[src/rtl/scp_pkg.sv]
// ----------------------------------------------------------------------------
// scp_pkg: shared types and constants for the sphere pair contact pipeline
// Holds field widths and the side-band words carried through the square root
// and division pipelines.
// ----------------------------------------------------------------------------
package scp_pkg;

	localparam int POS_W   = 32;  // Q15.16 position
	localparam int RAD_W   = 30;  // Q14.16 radius
	localparam int SUM_W   = 31;  // radius sum / distance / depth
	localparam int OWN_W   = 16;
	localparam int NRM_W   = 18;  // Q1.16 normal
	localparam int SQ_W    = 62;  // squared distance when in contact
	localparam int QUO_W   = 18;  // doubled normal quotient
	localparam int NMAG_W  = 17;  // normal magnitude, up to 65536
	localparam int LANES   = 3;

	// side-band word beside the square root pipeline
	typedef struct packed {
		logic [LANES-1:0][POS_W-1:0] base;
		logic [RAD_W-1:0]            r2;
		logic [SUM_W-1:0]            sum;
		logic [LANES-1:0]            neg;
		logic [LANES-1:0][SUM_W-1:0] mag;
		logic [OWN_W-1:0]            own1;
		logic [OWN_W-1:0]            own2;
	} scp_sqrt_sb_t;

	// side-band word beside the division pipeline
	typedef struct packed {
		logic [LANES-1:0][POS_W-1:0] base;
		logic [RAD_W-1:0]            r2;
		logic [SUM_W-1:0]            depth;
		logic [LANES-1:0]            neg;
		logic                        dzero;
		logic [OWN_W-1:0]            own1;
		logic [OWN_W-1:0]            own2;
	} scp_div_sb_t;

endpackage

[src/rtl/scp_sqrt.sv]
// ----------------------------------------------------------------------------
// scp_sqrt: pipelined integer square root
// One result bit per stage, floor(sqrt) of a 62-bit value over 31 stages,
// with a side-band word travelling beside the data.
// ----------------------------------------------------------------------------
module scp_sqrt import scp_pkg::*; #(
	parameter int SB_W = 8
) (
	input  logic                 clk,
	input  logic                 arst_n,
	input  logic                 in_vld,
	input  logic [SQ_W-1:0]      in_rad,
	input  logic [SB_W-1:0]      in_sb,
	output logic                 out_vld,
	output logic [SUM_W-1:0]     out_root,
	output logic [SB_W-1:0]      out_sb
);

	localparam int STEPS = SQ_W / 2;
	localparam int REM_W = SUM_W + 3;

	logic             vld_s  [0:STEPS];
	logic [REM_W-1:0] rem_s  [0:STEPS];
	logic [SUM_W-1:0] root_s [0:STEPS];
	logic [SQ_W-1:0]  rad_s  [0:STEPS];
	logic [SB_W-1:0]  sb_s   [0:STEPS];

	// stage zero is the incoming word
	assign vld_s[0]  = in_vld;
	assign rem_s[0]  = '0;
	assign root_s[0] = '0;
	assign rad_s[0]  = in_rad;
	assign sb_s[0]   = in_sb;

	for (genvar k = 0; k < STEPS; k++) begin : g_step
		logic [REM_W-1:0] rem_sh;
		logic [REM_W-1:0] trial;
		logic             ge;

		// bring down two bits, try root*4+1
		assign rem_sh = {rem_s[k][REM_W-3:0], rad_s[k][SQ_W-1 -: 2]};
		assign trial  = {1'b0, root_s[k], 2'b01};
		assign ge     = (rem_sh >= trial);

		always_ff @(posedge clk or negedge arst_n) begin
			if (!arst_n) begin
				vld_s[k+1] <= 1'b0;
			end else begin
				vld_s[k+1] <= vld_s[k];
			end
		end

		always_ff @(posedge clk) begin
			rem_s[k+1]  <= ge ? (rem_sh - trial) : rem_sh;
			root_s[k+1] <= {root_s[k][SUM_W-2:0], ge};
			rad_s[k+1]  <= {rad_s[k][SQ_W-3:0], 2'b00};
			sb_s[k+1]   <= sb_s[k];
		end
	end

	assign out_vld  = vld_s[STEPS];
	assign out_root = root_s[STEPS];
	assign out_sb   = sb_s[STEPS];

endmodule

[config.mk]
export PLATFORM = sky130hd
export DESIGN_NAME = scp_sqrt
export DESIGN_NICKNAME = d
export VERILOG_FILES = /design/src/rtl/scp_pkg.sv /design/src/rtl/scp_sqrt.sv
export SDC_FILE = /design/constraint.sdc
export NUM_CORES = 2
export LEC_CHECK = 0
export BUFFER_PORTS_ARGS = -buffer_cell sky130_fd_sc_hd__buf_2
export CORE_MARGIN = 5
export CORE_UTILIZATION = 35
export CTS_CLUSTER_SIZE = 8
export DETAILED_ROUTE_END_ITERATION = 8
export PLACE_DENSITY = 0.53
export SYNTH_ARGS = -nofsm -noshare
export SYNTH_HDL_FRONTEND = slang
export SYNTH_SLANG_ARGS = --single-unit
[constraint.sdc]
create_clock -name clk -period 8.1 [get_ports clk]
set_clock_uncertainty 0.1 [all_clocks]
set_input_delay 0.405 -clock clk [delete_from_list [all_inputs] [get_ports clk]]
set_output_delay 0.405 -clock clk [all_outputs]
set_load 0.02 [all_outputs]
# Word level (Yosys, flattened, before mapping)
# Cells that the tools add are included.
[totals] ff_bits=2636 ramBits=0 in_bits=73 n_memories=0 elab_cells=245 latchBits=0 romBits=0 out_inout_bits=40
[classes] n_addsub=30 mux=30 n_reduce_logical=0 multipliers=0 bitwise=0 div=0 order_cmp=31 n_shift=0 eq_ne=0
[op_table] operator="32-bit 2-to-1 mux" n=29
[op_table] operator="34-bit by 10-bit greater-or-equal comparator with 1-bit output" n=1
[op_table] operator="34-bit by 11-bit greater-or-equal comparator with 1-bit output" n=1
[op_table] operator="34-bit by 12-bit greater-or-equal comparator with 1-bit output" n=1
[op_table] operator="34-bit by 13-bit greater-or-equal comparator with 1-bit output" n=1
[op_table] operator="34-bit by 14-bit greater-or-equal comparator with 1-bit output" n=1
[op_table] operator="34-bit by 15-bit greater-or-equal comparator with 1-bit output" n=1
[op_table] operator="34-bit by 16-bit greater-or-equal comparator with 1-bit output" n=1
[op_table] operator="34-bit by 17-bit greater-or-equal comparator with 1-bit output" n=1
[op_table] operator="34-bit by 18-bit greater-or-equal comparator with 1-bit output" n=1
[op_table] operator="34-bit by 19-bit greater-or-equal comparator with 1-bit output" n=1
[op_table] operator="34-bit by 20-bit greater-or-equal comparator with 1-bit output" n=1
[op_table] operator="34-bit by 21-bit greater-or-equal comparator with 1-bit output" n=1
[op_table] operator="34-bit by 22-bit greater-or-equal comparator with 1-bit output" n=1
[op_table] operator="34-bit by 23-bit greater-or-equal comparator with 1-bit output" n=1
[op_table] operator="34-bit by 24-bit greater-or-equal comparator with 1-bit output" n=1
[op_table] operator="34-bit by 25-bit greater-or-equal comparator with 1-bit output" n=1
[op_table] operator="34-bit by 26-bit greater-or-equal comparator with 1-bit output" n=1
[op_table] operator="34-bit by 27-bit greater-or-equal comparator with 1-bit output" n=1
[op_table] operator="34-bit by 28-bit greater-or-equal comparator with 1-bit output" n=1
[op_table] operator="34-bit by 29-bit greater-or-equal comparator with 1-bit output" n=1
[op_table] operator="34-bit by 3-bit greater-or-equal comparator with 1-bit output" n=1
[op_table] operator="34-bit by 30-bit greater-or-equal comparator with 1-bit output" n=1
[op_table] operator="34-bit by 31-bit greater-or-equal comparator with 1-bit output" n=1
[op_table] operator="39 further kinds" n=39

# Depth between registers and ports, before layout
[logic_depth] depth_word=2 ltp_mapped=15 depth_no_buf=12

# Worst setup path after synthesis
# No wires, ideal clock.
[synth_path] path_kind="register -> register" start="reg root_s, in the netlist g_step[26].trial[7]" end="reg rem_s, in the netlist g_step[27].rem_sh[12]" synth_period_minus_slack_ns=3.366 slack_ns=4.734 arrival_time_ns=3.143 stages_incl_launch_ff=12 path_cell_list="dfxtp_1 > inv_1 > ha_1 > and2_1 > or4_1 > o211a_1 > a211o_1 > a2111o_1 > a2111oi_2 > nor2_1 > buf_6 > mux2_1"
[synth_between] elab_chain_len=2 elab_cells_between_ends=3
[synth_rtl] item="start: declaration" line="scp_sqrt.sv:24" rtl="logic [SUM_W-1:0] root_s [0:STEPS];"
[synth_rtl] item="start signal: indexed assignment" line="scp_sqrt.sv:55" rtl="root_s[k+1] <= {root_s[k][SUM_W-2:0], ge};"
[synth_rtl] item="32-bit by 28-bit subtractor with 32-bit output / 34-bit by 28-bit greater-or-equal comparator with 1-bit output (equally long branches)" line="scp_sqrt.sv:54, scp_sqrt.sv:43"
[synth_rtl] item="32-bit 2-to-1 mux *" line="scp_sqrt.sv:54" rtl="rem_s[k+1] <= ge ? (rem_sh - trial) : rem_sh;"
[synth_rtl] item="end signal: indexed assignment" line="scp_sqrt.sv:54"
[synth_rtl] item="end: declaration" line="scp_sqrt.sv:23" rtl="logic [REM_W-1:0] rem_s [0:STEPS];"
# Mark *: on every way between the ends. The rest lies on a longest branch, timed or not.
# A chain may end at the register's enable or synchronous reset.

# Worst setup path after layout
[layout_path] start="reg root_s, in the netlist g_step[29].trial[2]" end="reg rem_s, in the netlist g_step[30].rem_sh[23]"
[layout_between] elab_chain_len=2 elab_cells_between_ends=3
[layout_rtl] item="34-bit by 31-bit greater-or-equal comparator with 1-bit output" line="scp_sqrt.sv:43" rtl="assign ge = (rem_sh >= trial);"
[layout_rtl] item="named net g_step[29].ge" line="scp_sqrt.sv:38" rtl="logic ge;"
[layout_rtl] item="32-bit 2-to-1 mux" line="scp_sqrt.sv:54"
# The timed path passes the listed nets, and every way through them passes these cells.

==> results.tsv <==
stage	metric	value	unit
final_layout	final_common_cell	dfxtp_1	
final_layout	fin_nets	9659	
sta	slew_headroom	0.157	
setup_path	worstReg2RegStart	g_step[29].trial[2]	
clock_tree	h-tree-depth	5	
setup_path	crit_required	8.73	ns
drt	route.detailed.drc	0	
logic_synthesis	synth-simple-area-share	0.115	
worst_hold_path	holdPathStages	2	
worst_hold_path	hold_start	in_sb[5]	
setup_path	critical_path_class	reg -> reg	
global_route	grt_max_degree	60	
final_layout	utilization	0.410	
setup_path	startpoint_type	register	
logic_synthesis	seq_area_frac_synth	0.577	
logic_synthesis	ys_ff_latch	2619	
logic_synthesis	synthFlopType	dfxtp_1	
die	start_util	0.351	
sta	rsz0062_at_grt	no	
setup_path	arrival	4.97	ns
run_status	status	finished clean	
clock_tree	cts_setup_buffers	0	
final_layout	drive_above_1_share	0.0741	
sta	slew_viol_final	0	
setup_path	crit_path_top_delay_cell	a2111oi_2	
setup_path	crit_fanout	59	
setup_path	crit_family	compound AO/OA/AOI/OAI gates	
drt	vias	59800	
logic_synthesis	yosys-mux-area-fraction	0.00854	
logic_synthesis	synthCells	8637	
logic_synthesis	synth_xor_area_frac	0.0727	
setup_path	critPathCaptureType	register	
die	rows	187	
logic_synthesis	syn_area	91100	um^2
clock_tree	clock_latency	0.88	ns
clock_tree	cts_resized	0	
die	dieArea	271000	um^2
clock_tree	clock-sinks	2619	
die	coreArea	259000	um^2
setup_path	path_common_cell	inv_1	
worst_hold_path	hp-class	in -> reg	
global_route	antenna_found_initial	3	
logic_synthesis	avgSynthCellArea	10.6	um^2
clock_tree	cts_root_buffer	clkbuf_16	
sta	setup_tns	0	ns
logic_synthesis	ys_warn_count	0	
clock_tree	cts_max_path_buffers	4	
logic_synthesis	syn_nets	9238	
setup_path	rrSetupSlack	3.76	ns
sta	setup_violations	0	
global_route	grt_pass1_vias	60800	
clock_tree	clk_pin_slew	0.05	ns
global_route	grt_use_total	0.139	
clock_tree	cts_tree	built	
drt	drt.antenna.violating_nets	0	
sta	finalCritPeriodShare	0.535	
setup_path	crit_chain	inv_1 > ha_1 > nor2b_1 > o31a_1 > o21a_1 > a311oi_2 > a2111oi_0 > a2111oi_2 > a21o_1 > buf_4 > inv_1 > mux2_2	
setup_path	critPathBufInv	3	
setup_path	ff2ff_path_depth	12	
logic_synthesis	synth_adder_area_share	0.0725	
logic_synthesis	synth_compound_area_frac	0.119	
drt	viasPerCell	4.78	
die	die_h	520	um
logic_synthesis	async_reset_ff_frac	0.0118	
drt	wl_per_cell	15.4	um
die	io_pins	113	
drt	firstDrtPassIters	5	
logic_synthesis	synth-edff-count	0	
power_and_ir_drop	pwr_density_cell	329	nW/um^2
place	numPortBuffers	112	
drt	totalWireLength	192	mm
logic_synthesis	synth_top_family_by_area	compound AO/OA/AOI/OAI gates	
logic_synthesis	yosysUniqueCellTypes	90	
power_and_ir_drop	p_leak	49.2	nW
place	dp_hpwl	143	mm
worst_hold_path	min_to	sb_s[245]	
sta	timing.fmax	231	MHz
die	fp.dieW	520	um
sta	worst_slew_pin_slew	1.26	ns
global_route	grt_pass1_wl	312	mm
sta	hold_viol_final	0	
global_route	gr-total-overflow	0	
clock_tree	numCtsBuffers	371	
drt	initialDrtViolationCount	3005	
final_layout	areaGrowthSynthToFinish	16.6	%
setup_path	crit_path_max_incr_delay	0.61	ns
final_layout	layout_common_cells	dfxtp_1, inv_1, nand2_1	
place	place.gp.congestion	0.894	
setup_path	rr_endpoint	g_step[30].rem_sh[23]	
sta	min_period	4.34	ns
flow_run	maxCapViolCount	0	
power_and_ir_drop	ir_drop	0.245	mV
==> flip-flops by register name, summed over array words and instances (netlist names) <==
register / count
g_step.rem_sh: 974
out_root: 31
sb_s: 240
out_vld: 1
vld_s: 30
rad_s: 870
out_sb: 8
g_step.trial: 465
==> per-stage QoR <==
step / hold slack (ns) / area, um^2 / std cells / power [mW] / setup WS, ns
final: 0.0945 / 106000 / 12500 / 34.9 / 3.76
after global placement: 0.209 / 95500 / 12000 / 21.8 / 3.96
after global routing: 0.0351 / 106000 / 12500 / 36.9 / 3.58
after floorplan: 0.00941 / 91100 / 8637 / 20.1 / 4.73
after CTS: 0.00584 / 106000 / 12500 / 35.5 / 3.83
after detailed placement: 0.212 / 95500 / 12000 / 21.8 / 3.88
==> worst max path at each step <==
stage                         from               endpoint  slack, ns  depth (start not counted)
2_1_floorplan  g_step[26].trial[7]  g_step[27].rem_sh[12]       4.73                         11
3_3_place_gp   g_step[29].trial[2]  g_step[30].rem_sh[23]       3.96                         12
3_5_place_dp   g_step[29].trial[2]  g_step[30].rem_sh[23]       3.88                         12
4_1_cts        g_step[29].trial[2]  g_step[30].rem_sh[23]       3.83                         12
5_1_grt        g_step[29].trial[2]  g_step[30].rem_sh[23]       3.58                         12
6_report       g_step[29].trial[2]  g_step[30].rem_sh[23]       3.76                         12
==> what timing repair did <==
| item | in CTS | in global routing |
|---|---|---|
| hold endpoints to repair | 103 | 0 |
| endpoints found under the setup margin | 0 | 0 |
| hold buffers | 79 | 0 |
==> area by class of cell <==
type | count | area (um^2)
Fill cell | 24700 | 153000
Sequential cell | 2619 | 52600
Multi-Input combinational cell | 5194 | 35500
Clock buffer | 390 | 9440
Tap cell | 3402 | 4260
Inverter | 658 | 2470
Timing Repair Buffer | 214 | 1540
Clock inverter | 24 | 489
Antenna cell | 3 | 7.51
==> power breakdown <==
group | internal, mW | leakage (nW) | switching, mW
logic | 2.30 | 22.3 | 2.86
clock network | 8.16 | 4.85 | 5.18
registers | 14.9 | 22.0 | 1.48
==> cell families after synthesis <==
| family | count (synthesis) |
|---|---|
| AOI/OAI and AO/OA | 1719 |
| xor gates and xnor gates | 757 |
| adders and majority gates | 528 |
| other | 1 |
| DFF | 2619 |
| buffers and inverters | 824 |
| and+or+nand+nor | 2119 |
| muxes | 70 |
==> cells in the mapped netlist, types with 55 or more instances <==
library cell | instances | area share
xor2_1 | 386 | 0.037
dfxtp_1 | 2588 | 0.57
o21ai_0 | 451 | 0.025
nor4_1 | 128 | 0.0088
mux2_2 | 55 | 0.0068
nand4_1 | 78 | 0.0054
ha_1 | 528 | 0.072
a21oi_1 | 469 | 0.026
nand3_1 | 124 | 0.0068
or3_1 | 87 | 0.0060
nand2_1 | 585 | 0.024
a21o_1 | 234 | 0.019
o21a_1 | 105 | 0.0086
nor3_1 | 209 | 0.011
inv_1 | 656 | 0.027
or4_1 | 55 | 0.0045
nand2b_1 | 98 | 0.0067
clkbuf_1 | 118 | 0.0049
o31ai_1 | 60 | 0.0049
nor2_1 | 461 | 0.019
xnor2_1 | 371 | 0.036
nor2b_1 | 68 | 0.0047
==> per-layer routing <==
| metal | global-route usage | share of wire |
|---|---|---|
| met1 | 0.168 | 0.43 |
| met4 | 0.0551 | 0.037 |
| met2 | 0.247 | 0.49 |
| met3 | 0.0220 | 0.039 |
| met5 | 0 | 0 |
(Power assumes the default switching activity.)
